`src/hdl/tea_pkg.sv`:
```
// ----------------------------------------------------------------------------
// tea_pkg: shared types, constants and functions of the TEA cipher core
// Round count, delta, block and configuration types, and the round mix.
// ----------------------------------------------------------------------------
package tea_pkg;

  localparam int unsigned WORD_W      = 32;
  localparam int unsigned ROUND_COUNT = 32;
  localparam int unsigned NUM_STAGES  = 2 * ROUND_COUNT;
  localparam int unsigned CFG_IDX_W   = 3;

  localparam logic [WORD_W-1:0] TEA_DELTA = 32'h9E3779B9;

  // Encrypt or decrypt
  typedef enum logic {
    DIR_ENCRYPT = 1'b0,
    DIR_DECRYPT = 1'b1
  } dir_e;

  // Configuration register indexes
  typedef enum logic [CFG_IDX_W-1:0] {
    CFG_DIRECTION = 3'd0,
    CFG_KEY_WORD0 = 3'd1,
    CFG_KEY_WORD1 = 3'd2,
    CFG_KEY_WORD2 = 3'd3,
    CFG_KEY_WORD3 = 3'd4
  } cfg_idx_e;

  // One 64-bit block as two halves
  typedef struct packed {
    logic [WORD_W-1:0] v0;
    logic [WORD_W-1:0] v1;
  } blk_t;

  // Current cipher setup, shared by all stages
  typedef struct packed {
    dir_e              dir;
    logic [WORD_W-1:0] k0;
    logic [WORD_W-1:0] k1;
    logic [WORD_W-1:0] k2;
    logic [WORD_W-1:0] k3;
  } cfg_t;

  // TEA half-round function
  function automatic logic [WORD_W-1:0] mix_half(
    input logic [WORD_W-1:0] x,
    input logic [WORD_W-1:0] sum,
    input logic [WORD_W-1:0] ka,
    input logic [WORD_W-1:0] kb
  );
    return ((x << 4) + ka) ^ (x + sum) ^ ((x >> 5) + kb);
  endfunction

endpackage

```
`src/hdl/tea_stage.sv`:
```
// ----------------------------------------------------------------------------
// tea_stage: one half-round pipeline stage
// Applies one TEA half-round to the block and registers it with its valid bit.
// ----------------------------------------------------------------------------
module tea_stage
  import tea_pkg::*;
(
  input  logic              clk_i,
  input  logic              rst_ni,
  input  cfg_t              cfg_i,
  input  logic [WORD_W-1:0] sum_i,
  input  logic              second_i,
  input  logic              in_valid_i,
  output logic              in_ready_o,
  input  blk_t              in_blk_i,
  output logic              out_valid_o,
  input  logic              out_ready_i,
  output blk_t              out_blk_o
);

  logic              valid_q;
  blk_t              blk_q, blk_d;
  logic              upd_left;
  logic [WORD_W-1:0] src, ka, kb, mix, dst, res;

  // Pick the half to update: encrypt does left then right, decrypt right then left
  assign upd_left = (cfg_i.dir == DIR_ENCRYPT) ? !second_i : second_i;

  always_comb begin
    src = upd_left ? in_blk_i.v1 : in_blk_i.v0;
    dst = upd_left ? in_blk_i.v0 : in_blk_i.v1;
    ka  = upd_left ? cfg_i.k0 : cfg_i.k2;
    kb  = upd_left ? cfg_i.k1 : cfg_i.k3;
    mix = mix_half(src, sum_i, ka, kb);
    res = (cfg_i.dir == DIR_ENCRYPT) ? dst + mix : dst - mix;
    blk_d = in_blk_i;
    if (upd_left) begin
      blk_d.v0 = res;
    end else begin
      blk_d.v1 = res;
    end
  end

  // Slot is free when empty or when its beat moves on
  assign in_ready_o = !valid_q || out_ready_i;

  always_ff @(posedge clk_i or negedge rst_ni) begin
    if (!rst_ni) begin
      valid_q <= 1'b0;
    end else if (in_ready_o) begin
      valid_q <= in_valid_i;
    end
  end

  always_ff @(posedge clk_i) begin
    if (in_valid_i && in_ready_o) begin
      blk_q <= blk_d;
    end
  end

  assign out_valid_o = valid_q;
  assign out_blk_o   = blk_q;

endmodule

```
`config.mk`:
```
export PLATFORM = sky130hd
export DESIGN_NAME = tea_stage
export DESIGN_NICKNAME = d
export VERILOG_FILES = /design/src/hdl/tea_pkg.sv /design/src/hdl/tea_stage.sv
export SDC_FILE = /design/constraint.sdc
export NUM_CORES = 1
export LEC_CHECK = 0
export ABC_AREA = 1
export BUFFER_PORTS_ARGS = -buffer_cell sky130_fd_sc_hd__buf_4
export CAP_MARGIN = 40
export CORE_MARGIN = 3
export CORE_UTILIZATION = 55
export DETAILED_ROUTE_END_ITERATION = 16
export PLACE_DENSITY = 0.81
export SLEW_MARGIN = 25
export SYNTH_ARGS = -nofsm -noshare
export SYNTH_HDL_FRONTEND = slang
export SYNTH_SLANG_ARGS = --single-unit
```
`constraint.sdc`:
```
create_clock -name clk_i -period 5.7 [get_ports clk_i]
set_input_delay 1.14 -clock clk_i [delete_from_list [all_inputs] [get_ports clk_i]]
set_output_delay 1.14 -clock clk_i [all_outputs]
set_load 0.02 [all_outputs]
```
==> impl_metrics.json, run 1 <==
{
  "status": "aborted with a tool error",
  "stop_stage": "global routing (5_1_grt)",
  "error_message": "[ERROR GRT-0116] Global routing finished with congestion. Check the congestion regions in the DRC Viewer.",
  "track_usage_pct": 75.3,
  "avgSynthCellArea_um2": 5.68,
  "grt_pass1_wl_um": 153000,
  "dieWidth_um": 160,
  "floorplan.initialDensity_pct": 56.9,
  "portBuffers": 295,
  "synthFlopType": "edfxtp_1",
  "cts_buffer_depth": 2,
  "ys_async_sr_fraction_pct": 1.54,
  "place.gp.congestion": 1.08,
  "synth_nets": 2665,
  "clock-root-buffer": "clkbuf_16",
  "ios": 296,
  "synth_edf_count": 64,
  "numClockSinks": 65,
  "synth_area_um2": 13100,
  "synth_cell_types": 44,
  "yosysMostFrequentCell": "nand2_1",
  "die_y_um": 160,
  "ys_ff_latch": 65,
  "synth_area_leaders": "nand2_1 28%, edfxtp_1 15%, ha_1 12%",
  "grt_pass1_vias": 25900,
  "num_rows": 55,
  "holdBufCountCts": 0,
  "synth.largest_area_cell": "nand2_1",
  "htree_levels": 3,
  "netlist.area_leader.share_pct": 28.0,
  "cts-buffers-inserted": 9,
  "yosysWarnings": 0,
  "grt_overflow": 161,
  "syn-instance-count": 2307,
  "synthTopCellsByCount": "979 x nand2_1, 294 x inv_1, 162 x nor2_1",
  "dp_hpwl_um": 46900,
  "grt_max_degree": 65,
  "ys_seq_area_share_pct": 14.9
}
## cell families after synthesis
kind of cell             after synthesis  synth area share [%]
adder cells (fa/ha/maj)              128                  12.4
XOR/XNOR                             122                  8.21
AND/OR/NAND/NOR                     1381                  43.0
flip-flops                            65                  14.9
buffers and inverters                336                  9.75
multiplexers                           3                 0.229
AO/OA/AOI/OAI                        272                  11.5
## per-layer routing
layer | track usage, % | overflow
met1 | 73.4 | 2
met2 | 93.8 | 88
met3 | 59.3 | 1
met4 | 77.7 | 70
met5 | 23.1 | 0
## metrics by stage
step | hold slack [ns] | utilization, % | instance area [um^2] | setup WS (ns) | cells
CTS | 0.575 | 93.8 | 21600 | -0.146 | 3419
detailed placement | 0.590 | 84.0 | 19400 | -0.961 | 3355
global placement | 0.572 | 84.0 | 19400 | -0.677 | 3355
floorplan | 0.768 | - | 13300 | -0.169 | 2307
## timing repair
action                                  4_1_cts
endpoints found under the setup margin       40
pin swaps                                    92
resized for setup                           305
gates cloned                                  6
setup buffers                                42
==> run 2, diff against run 1 <==
- CORE_UTILIZATION: 55 -> 40
- PLACE_DENSITY: 0.81 -> default
- PLACE_DENSITY_LB_ADDON: default -> 0.15
==> impl_metrics.json, run 2 <==
{
  "synth_area_um2": 13100,
  "via_count": 19300,
  "synth.largest_area_cell": "nand2_1",
  "fin_crit_ns": 6.16,
  "ys_async_sr_fraction_pct": 1.54,
  "status": "complete, but fails checks",
  "ir_drop_uv": 230,
  "rrSetupSlack_ns": 4.09,
  "fin_crit_sh_pct": 108,
  "synthTopCellsByCount": "979 x nand2_1, 294 x inv_1, 162 x nor2_1",
  "max_stage_delay_ns": 0.45,
  "cap_violations": 0,
  "p_leak_nw": 12.9,
  "grt_pass1_wl_um": 91400,
  "grt_pass1_vias": 18000,
  "worst_slack_ns": -0.459,
  "dp.cells": 3545,
  "comb_power_share_pct": 85.4,
  "grt_use_met1_pct": 40.9,
  "worst_slew_pin_slew_ns": 0.788,
  "crit_path_start_kind": "input port",
  "fin_area_um2": 24200,
  "wirelength_um": 65800,
  "power.switching_mw": 4.40,
  "areaGrowthSynthToFinish_pct": 84.7,
  "swShare_pct": 48.0,
  "power_density_nw_per_um2": 379,
  "drtIter0Drc": 1513,
  "globalRoute.busiestLayer": "met2",
  "num_antenna_cells": 0,
  "ios": 296,
  "yosysMostFrequentCell": "nand2_1",
  "core_um2": 32000,
  "endpoint_kind": "flop",
  "crit_slowest_cell": "fa_2",
  "synth_cell_types": 44,
  "reg2regPathDepth": 2,
  "dp_hpwl_um": 48800,
  "grt_overflow": 0,
  "largest_register_ffs": 64,
  "dieWidth_um": 187,
  "die_y_um": 187,
  "antenna_found_initial": 0,
  "syn-instance-count": 2307,
  "synth_area_leaders": "nand2_1 28%, edfxtp_1 15%, ha_1 12%",
  "power_frac_seq_pct": 8.8,
  "avgSynthCellArea_um2": 5.68,
  "clock-root-buffer": "clkbuf_16",
  "fmax_ghz": 0.162,
  "synthFlopType": "edfxtp_1",
  "cp.arrival_ns": 6.25,
  "layout_common_cells": "885 x buf_4, 781 x nand2_1, 257 x inv_1, 150 x nand2_2, 104 x nand3_1",
  "clk_latency_ns": 0.35,
  "grt_util_met2_pct": 58.9,
  "synth_edf_count": 64,
  "rsz0062_at_grt": "yes",
  "cpLargestDelayFamily": "simple AND/OR/NAND/NOR gates",
  "r2r_start": "out_valid_o",
  "track_usage_pct": 32.6,
  "cts_buffer_depth": 2,
  "finalSetupViolations": 21,
  "htree_levels": 3,
  "final_nets": 3573,
  "path_class": "input port to flop",
  "netlist.area_leader.share_pct": 28.0,
  "hold_viol": 0,
  "ys_ff_latch": 65,
  "hold_path.class": "input port to async pin",
  "place.gp.congestion": 0.974,
  "power_frac_clock_pct": 5.8,
  "num_rows": 65,
  "grt_max_degree": 65,
  "finalMaxSlewViolations": 0,
  "wl_per_cell_um": 18.0,
  "critPathBufInv": 5,
  "postPlaceCellArea_um2": 20000,
  "portBuffers": 295,
  "cp.required_ns": 5.80,
  "die_area_um2": 35000,
  "r2r-end": "out_blk_o[62]",
  "cts-buffers-inserted": 9,
  "first_pass_iters": 8,
  "drive_gt1_share_pct": 46.2,
  "clk_pin_slew_worst_paths_ns": 0.05,
  "drc": 0,
  "clock_skew_ns": 0.00749,
  "relSlewSlack_pct": 47.5,
  "final_common_cell": "buf_4",
  "numClockSinks": 65,
  "use_met3_pct": 3.07,
  "viasPerCell": 5.27,
  "stdcell_count": 3655,
  "tritoncts": "done",
  "detail-route-antenna-nets": 0,
  "yosysWarnings": 0,
  "violations": "setup timing",
  "synth_nets": 2665,
  "floorplan.initialDensity_pct": 41.0,
  "critical_path.max_fanout": 8,
  "power.internal_mw": 4.78,
  "ys_seq_area_share_pct": 14.9,
  "worst_hold_slack_ns": 0.567
}
run 2: cell counts after synthesis:
No cell type changed its count.
run 2: area by class of cell:
class,count,area (um^2)
Multi-Input combinational cell,1908,12800
Fill cell,2451,7750
Timing Repair Buffer,933,7490
Sequential cell,65,1950
Inverter,298,1140
Tap cell,435,544
Clock buffer,10,229
Clock inverter,6,58.8
run 2: logic make-up after synthesis:
kind of cell	Yosys count	share of synthesized area, %
and+or+nand+nor	1381	43.0
buffers and inverters	336	9.75
AOI/OAI and AO/OA	272	11.5
adders and majority gates	128	12.4
xor gates and xnor gates	122	8.21
DFF	65	14.9
muxes	3	0.229
run 2: worst max path at each step:
stage / startpoint / to / slack [ns] / cells past startpoint
finish: second_i / out_blk_o[62] / -0.46 / 39
floorplan: cfg_i[128] / out_blk_o[30] / -0.17 / 39
CTS: cfg_i[128] / out_blk_o[62] / -0.04 / 35
global route: cfg_i[128] / out_blk_o[30] / -0.74 / 39
detailed placement: cfg_i[128] / out_blk_o[63] / -1.12 / 40
global placement: cfg_i[128] / out_blk_o[31] / -1.06 / 40
run 2: per-stage QoR:
| stage | util [%] | setup WS, ns | power (mW) | TNS (ns) |
|---|---|---|---|---|
| after floorplan | - | -0.169 | 3.93 | -0.759 |
| after global placement | 62.6 | -1.06 | 6.62 | -24.19 |
| after detailed placement | 62.6 | -1.12 | 6.73 | -28.09 |
| after CTS | 69.6 | -0.0379 | 7.85 | -0.0809 |
| after global routing | 75.8 | -0.742 | 9.72 | -12.28 |
| final | 75.8 | -0.459 | 9.19 | -5.06 |
run 2: timing repair:
item,4_1_cts,5_1_grt
buffers inserted,41,42
setup endpoints to repair,37,38
pin swaps,89,147
hold buffers,0,0
cloned,8,6
gates resized for setup,283,386
run 2: power by group through the flow:
| stage | registers (mW) | logic (mW) | clock network, mW |
|---|---|---|---|
| after floorplan | 0.990 | 2.94 | 0 |
| after global placement | 0.809 | 5.81 | 0 |
| after detailed placement | 0.814 | 5.92 | 0 |
| after CTS | 0.806 | 6.50 | 0.543 |
| after global routing | 0.821 | 8.34 | 0.558 |
| final | 0.808 | 7.84 | 0.537 |
run 2: worst register-to-register path, stage by stage, from the launching register on:
cell and delay, ns:
dfrtp_1 0.42, a21oi_4 0.15, buf_4 0.63
run 2: metal layers:
metal / vias up / wire length (um)
li1: 9205 / -
met1: 8919 / 26600
met2: 914 / 32100
met3: 232 / 4270
met4: 0 / 2810
met5: - / 0
Power figures use the tool's default switching activity.
==> run 3, diff against run 2 <==
- ABC_AREA: 1 -> default
==> impl_metrics.json, run 3 <==
{
  "status": "complete, but fails checks",
  "violations": "setup timing",
  "avgSynthCellArea_um2": 7.43,
  "hold_path.class": "flop to flop",
  "core_um2": 26400,
  "stdcell_count": 2510,
  "cp.arrival_ns": 7.07,
  "final_nets": 2528,
  "p_leak_nw": 9.16,
  "pre_cts_slack_ns": -2.09,
  "areaGrowthSynthToFinish_pct": 66.4,
  "fin_crit_ns": 6.99,
  "grt_pass1_wl_um": 64500,
  "clock_skew_ns": 0.00695,
  "track_usage_pct": 27.6,
  "htree_levels": 3,
  "ys_seq_area_share_pct": 17.8,
  "yosysMostFrequentCell": "nand2_1",
  "max_stage_delay_ns": 0.43,
  "synth.largest_area_cell": "edfxtp_1",
  "crit_slowest_cell": "or4_4",
  "drc": 0,
  "holdBufCountCts": 0,
  "finalSetupViolations": 38,
  "drtIter0Drc": 1048,
  "detail-route-antenna-nets": 0,
  "cp_common_cell": "buf_12",
  "synth_area_um2": 10900,
  "clock-root-buffer": "clkbuf_16",
  "fmax_ghz": 0.143,
  "synth_cell_types": 79,
  "wirelength_um": 43600,
  "worst_slack_ns": -1.29,
  "critical_path.max_fanout": 8,
  "cap_violations": 0,
  "worst_hold_slack_ns": 0.538,
  "numClockSinks": 65,
  "endpoint_kind": "flop",
  "first_pass_iters": 5,
  "finalMaxSlewViolations": 0,
  "drive_gt1_share_pct": 42.9,
  "relSlewSlack_pct": 46.8,
  "floorplan.initialDensity_pct": 41.4,
  "cts_buffer_depth": 2,
  "layout_common_cells": "707 x buf_4, 401 x nand2_1, 115 x ha_1, 112 x xnor2_1, 82 x a21oi_1",
  "synth_edf_count": 64,
  "ios": 296,
  "hold_viol": 0,
  "via_count": 13400,
  "rsz0062_at_grt": "yes",
  "cp.required_ns": 5.78,
  "grt_overflow": 0,
  "clk_latency_ns": 0.33,
  "ir_drop_uv": 361,
  "dp_hpwl_um": 35900,
  "grt_pass1_vias": 12500,
  "die_area_um2": 29400,
  "synth_nets": 1830,
  "dp.cells": 2454,
  "crit_path_start_kind": "input port",
  "antenna_found_initial": 0,
  "synthTopCellsByCount": "427 x nand2_1, 134 x xnor2_1, 124 x ha_1",
  "viasPerCell": 5.35,
  "path_class": "input port to flop",
  "netlist.area_leader.share_pct": 17.6,
  "clk_pin_slew_worst_paths_ns": 0.06,
  "power_density_nw_per_um2": 622,
  "place.gp.congestion": 0.959,
  "hold_depth": 2,
  "ys_ff_latch": 65,
  "reg2regPathDepth": 3,
  "fin_crit_sh_pct": 123,
  "synth_area_leaders": "edfxtp_1 18%, nand2_1 15%, ha_1 14%",
  "wl_per_cell_um": 17.4,
  "worst_slew_pin_slew_ns": 0.798,
  "synthFlopType": "edfxtp_1",
  "portBuffers": 295,
  "cts-buffers-inserted": 9,
  "syn-instance-count": 1472,
  "p_total_mw": 11.3,
  "num_rows": 59,
  "tritoncts": "done",
  "num_antenna_cells": 0,
  "largest_register_ffs": 64,
  "die_y_um": 171,
  "grt_max_degree": 65,
  "dieWidth_um": 171,
  "ys_async_sr_fraction_pct": 1.54,
  "yosysWarnings": 0,
  "final_common_cell": "buf_4",
  "final_util_pct": 68.9
}
-- run 3: critical path: cells and delay by family --
family                     cells  cell delay [ns]
AOI/OAI and AO/OA             11             1.73
and+or+nand+nor                9             1.57
adders and majority gates      3             0.88
buffers and inverters          6             0.81
xor gates and xnor gates       5             0.94
-- run 3: layer usage --
layer,vias to the layer above,wire [um],GRT usage (%)
met4,0,820,5.60
met2,516,19100,42.4
met5,-,0,0
met1,6239,20400,42.4
met3,55,3330,2.00
li1,6610,-,-
-- run 3: worst paths after layout --
kind | startpoint | end | slack [ns]
setup / recovery | cfg_i[128] | out_blk_o[30] | -1.29
hold / removal | out_valid_o | out_valid_o | 0.54
setup reg to reg | out_valid_o | out_blk_o[28] | 4.03
hold reg to reg | out_valid_o | out_valid_o | 0.54
max in group asynchronous | rst_ni | out_valid_o | 5.05
min in group asynchronous | rst_ni | out_valid_o | 0.57
-- run 3: repair_timing --
item | CTS | global route
gates cloned | 0 | 2
pin swaps | 50 | 79
buffers inserted | 20 | 27
setup endpoints to repair | 48 | 50
resized for setup | 81 | 139
-- run 3: cell type report --
type                    instances  area, um^2
multi-input cells            1337        9740
fillers                      2193        8230
repair buffers                733        5720
flip-flops and latches         65        1950
well taps                     335         419
clock buffers                   9         225
inverters                      24        90.1
clock inverters                 7        53.8
-- run 3: report_power, final --
group | internal (mW) | switching, mW
combinational | 4.97 | 4.90
sequential | 0.886 | 0.0569
clock | 0.297 | 0.218
-- run 3: kinds of logic after synthesis --
group	count (synthesis)	synth area share, %
buffers and inverters	70	2.51
AO/OA/AOI/OAI	380	22.2
flip-flops	65	17.8
XOR/XNOR	202	17.2
multiplexers	12	1.11
AND/OR/NAND/NOR	615	24.3
adder cells (fa/ha/maj)	128	14.9
-- run 3: per-stage QoR --
step / area [um^2] / TNS (ns)
after global routing: 18200 / -44.62
final: 18200 / -31.95
after detailed placement: 16700 / -57.09
after global placement: 16700 / -52.38
after floorplan: 11200 / -29.14
after CTS: 17400 / -27.15
